### config.mk
export PLATFORM = sky130hd
export DESIGN_NAME = lpl_gain_div
export DESIGN_NICKNAME = d
export VERILOG_FILES = /design/src/hw/rtl/lpl_pkg.sv /design/src/hw/rtl/lpl_gain_div.sv
export SDC_FILE = /design/constraint.sdc
export NUM_CORES = 1
export LEC_CHECK = 0
export BUFFER_PORTS_ARGS = -buffer_cell sky130_fd_sc_hd__buf_2
export CAP_MARGIN = 20
export CELL_PAD_IN_SITES_DETAIL_PLACEMENT = 0
export CELL_PAD_IN_SITES_GLOBAL_PLACEMENT = 1
export CORE_UTILIZATION = 40
export CTS_BUF_LIST = sky130_fd_sc_hd__clkbuf_16
export CTS_CLUSTER_DIAMETER = 60
export CTS_CLUSTER_SIZE = 12
export DETAILED_ROUTE_END_ITERATION = 6
export GPL_ROUTABILITY_DRIVEN = 1
export PLACE_DENSITY = 0.79
export SYNTH_ARGS = -nofsm -noshare
export SYNTH_HDL_FRONTEND = slang
export SYNTH_SLANG_ARGS = --single-unit
### constraint.sdc
create_clock -name clk -period 3 [get_ports clk]
set_clock_uncertainty 0.1 [all_clocks]
set_input_delay 0.9 -clock clk [delete_from_list [all_inputs] [get_ports clk]]
set_output_delay 0.9 -clock clk [all_outputs]
set_load 0.1 [all_outputs]
### src/hw/rtl/lpl_pkg.sv
// ----------------------------------------------------------------------------
// lpl_pkg
// Shared formats, register codes and reset values of the look-ahead limiter.
// ----------------------------------------------------------------------------
package lpl_pkg;

	// configuration register formats
	localparam int CEIL_W    = 24;
	localparam int DELAY_W   = 10;
	localparam int COEF_W    = 24;
	localparam int CFG_W     = 24;
	localparam int CFG_IDX_W = 2;

	localparam logic [CEIL_W-1:0]  CEIL_RST  = 24'd8388608;
	localparam logic [DELAY_W-1:0] DELAY_RST = 10'd480;
	localparam logic [COEF_W-1:0]  COEF_RST  = 24'd16760000;

	// gain is unsigned Q1.23
	localparam int GAIN_W    = 24;
	localparam int GAIN_FRAC = 23;
	localparam logic [GAIN_W-1:0] GAIN_ONE = 24'h800000;

	// the divider only resolves gains below one, one quotient bit per step
	localparam int QUOT_BITS = GAIN_FRAC;
	localparam int CNT_W     = 5;

	typedef enum logic [CFG_IDX_W-1:0] {
		CFG_CEILING = 2'd0,
		CFG_DELAY   = 2'd1,
		CFG_RELEASE = 2'd2
	} cfg_idx_t;

	typedef struct packed {
		logic busy;
		logic done;
	} div_stat_t;

endpackage

### src/hw/rtl/lpl_gain_div.sv
// ----------------------------------------------------------------------------
// lpl_gain_div
// Iterative gain divider: min(1, ceiling * 2^(SAMPLE_BITS-1) / envelope).
// ----------------------------------------------------------------------------
module lpl_gain_div
	import lpl_pkg::*;
#(
	parameter int SAMPLE_BITS = 24
) (
	input  logic                   clk,
	input  logic                   arst_n,
	input  logic                   start,
	input  logic [CEIL_W-1:0]      ceiling,
	input  logic [SAMPLE_BITS-1:0] env,
	output logic [GAIN_W-1:0]      gain,
	output div_stat_t              stat
);

	localparam int NW = CEIL_W + SAMPLE_BITS - 1;

	logic [NW-1:0]          num;
	logic [SAMPLE_BITS-1:0] head;
	logic [SAMPLE_BITS:0]   trial;
	logic [SAMPLE_BITS:0]   trial_sub;
	logic                   trial_ge;

	logic [SAMPLE_BITS-1:0] rem_q;
	logic [SAMPLE_BITS-1:0] den_q;
	logic [QUOT_BITS-1:0]   low_q;
	logic [QUOT_BITS-1:0]   quot_q;
	logic [CNT_W-1:0]       cnt_q;
	logic                   sat_q;
	logic                   busy_q;
	logic                   done_q;

	assign num  = {ceiling, {(SAMPLE_BITS-1){1'b0}}};
	assign head = num[NW-1:QUOT_BITS];

	assign trial     = {rem_q, low_q[QUOT_BITS-1]};
	assign trial_sub = trial - {1'b0, den_q};
	assign trial_ge  = (trial >= {1'b0, den_q});

	// a zero envelope also lands in saturation since head >= 0
	always_ff @(posedge clk or negedge arst_n) begin
		if (!arst_n) begin
			busy_q <= 1'b0;
			done_q <= 1'b0;
			sat_q  <= 1'b0;
			cnt_q  <= '0;
		end else begin
			done_q <= 1'b0;
			if (start) begin
				if (head >= env) begin
					sat_q  <= 1'b1;
					done_q <= 1'b1;
				end else begin
					sat_q  <= 1'b0;
					busy_q <= 1'b1;
					cnt_q  <= CNT_W'(QUOT_BITS - 1);
				end
			end else if (busy_q) begin
				if (cnt_q == '0) begin
					busy_q <= 1'b0;
					done_q <= 1'b1;
				end else begin
					cnt_q <= cnt_q - 1'b1;
				end
			end
		end
	end

	always_ff @(posedge clk) begin
		if (start) begin
			rem_q  <= head;
			den_q  <= env;
			low_q  <= num[QUOT_BITS-1:0];
			quot_q <= '0;
		end else if (busy_q) begin
			rem_q  <= trial_ge ? trial_sub[SAMPLE_BITS-1:0] : trial[SAMPLE_BITS-1:0];
			low_q  <= {low_q[QUOT_BITS-2:0], 1'b0};
			quot_q <= {quot_q[QUOT_BITS-2:0], trial_ge};
		end
	end

	assign gain      = sat_q ? GAIN_ONE : {1'b0, quot_q};
	assign stat.busy = busy_q;
	assign stat.done = done_q;

	a_rem_below_den: assert property (@(posedge clk) disable iff (!arst_n)
		busy_q |-> rem_q < den_q)
		else $error("partial remainder reached the divisor");

	a_start_idle: assert property (@(posedge clk) disable iff (!arst_n)
		start |-> !busy_q)
		else $error("divide started while busy");

	a_done_pulse: assert property (@(posedge clk) disable iff (!arst_n)
		done_q |=> !done_q && !busy_q)
		else $error("done held longer than one cycle");

endmodule

==> results of run 1 <==
-- state kept, by name, summed over array words and instances (netlist names) --
name    flops
busy_q      1
cnt_q       5
den_q      24
done_q      1
quot_q     23
rem_q      24
sat_q       1
-- worst paths after layout --
check,start,to,cells past startpoint
max,rem_q[2]$_DFFE_PP_,rem_q[16]$_DFFE_PP_,11
min,arst_n,cnt_q[1]$_DFFE_PN0P_,1
max reg2reg,rem_q[2]$_DFFE_PP_,rem_q[16]$_DFFE_PP_,11
min reg2reg,quot_q[22]$_SDFFE_PP0P_,quot_q[22]$_SDFFE_PP0P_,2
max in group asynchronous,arst_n,sat_q$_DFFE_PN0P_,1
min in group clk,quot_q[22]$_SDFFE_PP0P_,quot_q[22]$_SDFFE_PP0P_,2
-- stage by stage --
stage	instance area (um^2)	total power, mW
floorplan	5200	3.35
global placement	6090	4.11
detailed placement	6090	4.17
CTS	6500	5.37
global route	6740	6.10
finish	6740	5.72
-- area by class of cell --
class,count,area (um^2),area share [%]
multi-input combinational,382,2970,44.0
sequential,79,2100,31.2
timing repair buffer,143,948,14.1
inverter,63,236,3.51
clock buffer,9,225,3.34
tap,172,215,3.19
clock inverter,7,46.3,0.686
-- critical path: cells and delay by family, from the launching register on --
| family | cells | cell delay (ps) |
|---|---|---|
| compound gates | 7 | 1590 |
| simple gates | 1 | 50 |
| buf+inv | 2 | 310 |
| fa+ha+maj | 1 | 310 |
| flops | 1 | 390 |
-- logic make-up after synthesis --
group | Yosys count | share of synthesized area, %
simple gates | 165 | 15.3
compound gates | 120 | 16.8
buf+inv | 87 | 6.68
flops | 79 | 40.4
fa+ha+maj | 51 | 12.4
mux | 27 | 5.22
xor+xnor | 19 | 3.20
-- metal layers --
metal / part of all wire (%) / track usage [%] / wire length (um)
met5: 0 / 0 / 0
met4: 2.2 / 8.72 / 282
met3: 4.4 / 4.34 / 558
met2: 47 / 31.8 / 5910
met1: 47 / 25.0 / 5900
-- cell usage in the layout, fill, tap and decap left out, types with 4 or more instances in the layout --
cell type | netlist | routed
ha_4 | 0 | 8
dfxtp_1 | 23 | 23
nand2_1 | 40 | 40
a21o_1 | 11 | 11
nor3_1 | 6 | 5
buf_6 | 0 | 4
nor2b_1 | 28 | 27
clkbuf_16 | 0 | 9
xnor2_1 | 10 | 10
mux2i_1 | 26 | 26
xor2_1 | 9 | 9
nand2b_1 | 7 | 7
a21oi_1 | 17 | 14
dfrtp_1 | 8 | 8
inv_1 | 62 | 61
buf_4 | 4 | 61
o21bai_1 | 5 | 5
o211ai_1 | 4 | 4
edfxtp_1 | 48 | 48
a211oi_1 | 9 | 8
ha_1 | 50 | 42
o311ai_1 | 0 | 7
o21ai_0 | 23 | 20
buf_2 | 5 | 74
a21oi_2 | 2 | 5
nor2_1 | 43 | 43
nand4_1 | 9 | 9
nand3_1 | 23 | 20
o21a_1 | 5 | 5
-- power by group through the flow --
| stage | sequential [mW] | combinational, mW | clock (mW) |
|---|---|---|---|
| floorplan | 1.56 | 1.79 | 0 |
| global placement | 1.61 | 2.50 | 0 |
| detailed placement | 1.62 | 2.56 | 0 |
| CTS | 1.62 | 2.71 | 1.05 |
| global route | 1.67 | 3.33 | 1.09 |
| finish | 1.63 | 3.06 | 1.02 |
-- timing repair --
item                                    4_1_cts  5_1_grt
setup buffers                                 5       12
resized for setup                            12       41
gates cloned                                  0        1
endpoints found under the setup margin       17       26
pin swaps                                    10       17
==> impl_metrics.toml, run 1 <==
[placed_design]
dp.cells = 822
place.port_buffers = 76
post-place-ws_ps = -230
dp.final_hpwl_um = 9270
place_congestion = 0.808

[power_and_ir_drop]
seqPwrFrac_pct = 28.6
p_sw_share_pct = 38.4
p_per_area_mw_per_mm2 = 848
p_leak_nw = 3.19
ir_drop_mv = 0.327
pwr-share-clk_pct = 17.9
switchingPower_mw = 2.19
combPwrFrac_pct = 53.5
p_int_mw = 3.52

[floorplan]
dieArea_mm2 = 0.0135
io_pins = 77
core-area_mm2 = 0.0127
fp-row-count = 41
die_y_um = 116
die_x_um = 116
initial_utilization_pct = 41.1

[synth]
yosys_warnings = 0
synthMostInstantiatedCell = "inv_1"
synth_common_cells = "inv_1, ha_1, edfxtp_1"
synthArstFlopShare_pct = 10.1
syn_avg_cell_area_um2 = 9.50
ys_dominant_reg_cell = "edfxtp_1"
synth-seq-cells = 79
synth.net_count = 650
ys_seq_area_share_pct = 40.4
yosys.cell_types.count = 57
synth_largest_area_cell = "edfxtp_1"
syn_area_mm2 = 0.00520
ys_top_cells_by_area = "edfxtp_1, ha_1, dfxtp_1"
synth_edf_count = 48
netlist.area_leader.share_pct = 27.7
synthCells = 548

[sta]
setup_tns_ps = 0
hold_ws_ps = 281
hold_violations = 0
rsz0062_at_grt = "true"
tightest_slew_ps = 785
drv_slew = 0
setup_ws_ps = 6.42
post-route-period-util_pct = 99.8
fmax_mhz = 334
setup_viol = 0
fin_crit_ps = 2990
slew_headroom_pct = 47.7

[global_route]
antenna_found_initial = 0
grt_pass1_vias = 4341
grt_usage_pct = 19.6
grt_pass1_wl_um = 20300
gr-total-overflow = 0
grt_max_degree = 77

[worst_setup_path]
r2r_setup_slack_ps = 6
end_kind = "flop"
path_max_fanout = 6
critPathSlowestCell = "edfxtp_1"
crit_chain = "ha_1 -> a21o_1 -> a21oi_2 -> a2111o_1 -> a31oi_2 -> o41a_1 -> a221oi_4 -> buf_6 -> buf_4 -> nor4_1 -> a311o_1"
worst-setup-path-type = "reg2reg"
required_ps = 3000
slowest_delay_ps = 390
critPathLaunchType = "flop"
cp.arrival_ps = 3000

[clock_tree]
clkSlewWorstSetupHoldPaths_ps = 60
cts_tree = "built"
htreeDepth = 3
cts_inserted_buffers = 9
clock_path_buffers = 2
root_buffer = "clkbuf_16"
cts_hold_buf = 0
clkLatencyLatePin_ps = 350
clock-sinks = 79

[layout]
final_util_pct = 53.2
area_growth_syn_to_layout_pct = 29.6
stdcell_count = 855
n_fill_cell = 1185
drive_gt1_share_pct = 28.1
nNetsFinal = 780
antennaDiodeCount = 0

[drt]
vias = 4427
drtPass1Iterations = 4
routed_wl_um = 12700
drtAntennaViolNets = 0
routedWlPerCell_um = 14.8
viasPerCell = 5.18
drc = 0
drtIter0Drc = 173

[min_path]
min_path_type = "in2async"

[job]
maxCapViolCount = 0

[run_status]
status = "finished, final reports clean"
Power figures use the tool's default switching activity.
==> inputs of run 2 (changes only) <==
REMOVE_ABC_BUFFERS = 1   (was default)
==> impl_metrics.toml, run 2 (same netlist as run 1, synthesis figures left out) <==
[run_status]
status = "finished, final reports clean"

[sta]
post-route-period-util_pct = 99.3
rsz0062_at_grt = "true"
slew_headroom_pct = 48.2
fmax_mhz = 336
setup_viol = 0
fin_crit_ps = 2980
tightest_slew_ps = 777
setup_ws_ps = 20.2
hold_violations = 0
drv_slew = 0
hold_ws_ps = 279

[clock_tree]
clock_path_buffers = 2
root_buffer = "clkbuf_16"
cts_hold_buf = 0
cts_tree = "built"
clkSlewWorstSetupHoldPaths_ps = 60
clkLatencyLatePin_ps = 350
htreeDepth = 3
cts_inserted_buffers = 9
clock-sinks = 79

[placed_design]
post-place-ws_ps = -216
place.port_buffers = 76
place_congestion = 0.876
dp.final_hpwl_um = 9540

[worst_setup_path]
required_ps = 3080
path_max_fanout = 7
end_kind = "flop"
cp.arrival_ps = 3060
worst-setup-path-type = "reg2reg"
critPathLaunchType = "flop"

[layout]
final_util_pct = 53.4
drive_gt1_share_pct = 28.9
antennaDiodeCount = 0
layout_commonest_cell = "buf_2"
top_regs = "den_q: 24 flops, rem_q: 24 flops, quot_q: 23 flops"
layout_common_cells = "buf_2, buf_4, inv_1, edfxtp_1, nor2_1"
nNetsFinal = 779
area_growth_syn_to_layout_pct = 29.9

[global_route]
grt_usage_pct = 20.4
antenna_found_initial = 0
gr-total-overflow = 0
grt_pass1_vias = 4387
grt_pass1_wl_um = 21100
grt_max_degree = 75

[floorplan]
die_x_um = 116
dieArea_mm2 = 0.0135
initial_utilization_pct = 41.1
fp-row-count = 41
core-area_mm2 = 0.0127
die_y_um = 116
io_pins = 77

[job]
maxCapViolCount = 0

[min_path]
min_path_type = "in2async"

[drt]
routedWlPerCell_um = 15.2
drtIter0Drc = 254
vias = 4405
drc = 0
drtPass1Iterations = 6
viasPerCell = 5.16
routed_wl_um = 12900
drtAntennaViolNets = 0

[power_and_ir_drop]
ir_drop_mv = 0.403
p_per_area_mw_per_mm2 = 852
p_leak_nw = 3.18
## run 2: cell types whose count changed in the layout (fill, tap and decap cells not counted), sizes merged
cell / previous run / this run
buf: 143 / 142
## run 2: metal layers
metal | vias to the layer above | share of wire [%] | global-route usage (%) | wire (um)
met1 | 2091 | 46 | 25.5 | 5960
met4 | 0 | 1.1 | 5.90 | 140
li1 | 2216 | - | - | -
met3 | 6 | 4.9 | 6.49 | 632
met5 | - | 0 | 0 | 0
met2 | 92 | 48 | 33.7 | 6210
## run 2: layout make-up
cell class / instances / area (um^2)
fillers: 1183 / 5910
multi-input cells: 382 / 3010
flip-flops and latches: 79 / 2100
repair buffers: 142 / 926
inverters: 63 / 236
clock buffers: 9 / 225
well taps: 172 / 215
clock inverters: 7 / 48.8
## run 2: critical path: stages (launching register included)
cell and delay [ps]:
edfxtp_1 440, ha_4 300, nor2b_4 160, o2111ai_2 130
a2111o_1 440, a31oi_2 220, o41a_1 220, a221oi_4 110
buf_6 170, or2_2 320, o221ai_1 210
## run 2: what timing repair did
action,4_1_cts,5_1_grt
setup buffers,5,8
gates resized for setup,29,29
setup endpoints to repair,23,26
cloned,0,0
pin swaps,11,15
## run 2: stage by stage
step	std cells	TNS [ps]	total power, mW	cell area (um^2)
final	854	0	5.76	6760
after global routing	854	-1040	6.14	6760
after CTS	846	-400	5.53	6590
after detailed placement	825	-2550	4.21	6110
after global placement	825	-589	4.15	6110
after floorplan	524	-19670	3.30	5090
## run 2: power breakdown
group	internal [mW]	total [mW]	leakage (nW)	switching, mW
Sequential	1.45	1.64	0.767	0.192
Clock	0.562	1.04	0.139	0.476
Combinational	1.53	3.08	2.27	1.55
## run 2: final timing paths
path / end / cells after the start / from / slack (ps)
setup reg to reg: rem_q[20]$_DFFE_PP_ / 10 / rem_q[0]$_DFFE_PP_ / 20
max in group asynchronous: done_q$_DFF_PN0_ / 1 / arst_n / 2350
min in group clk: quot_q[0]$_SDFFE_PP0P_ / 2 / quot_q[0]$_SDFFE_PP0P_ / 410
hold reg to reg: quot_q[0]$_SDFFE_PP0P_ / 2 / quot_q[0]$_SDFFE_PP0P_ / 410
setup / recovery: rem_q[20]$_DFFE_PP_ / 10 / rem_q[0]$_DFFE_PP_ / 20
hold / removal: busy_q$_DFFE_PN0P_ / 1 / arst_n / 280
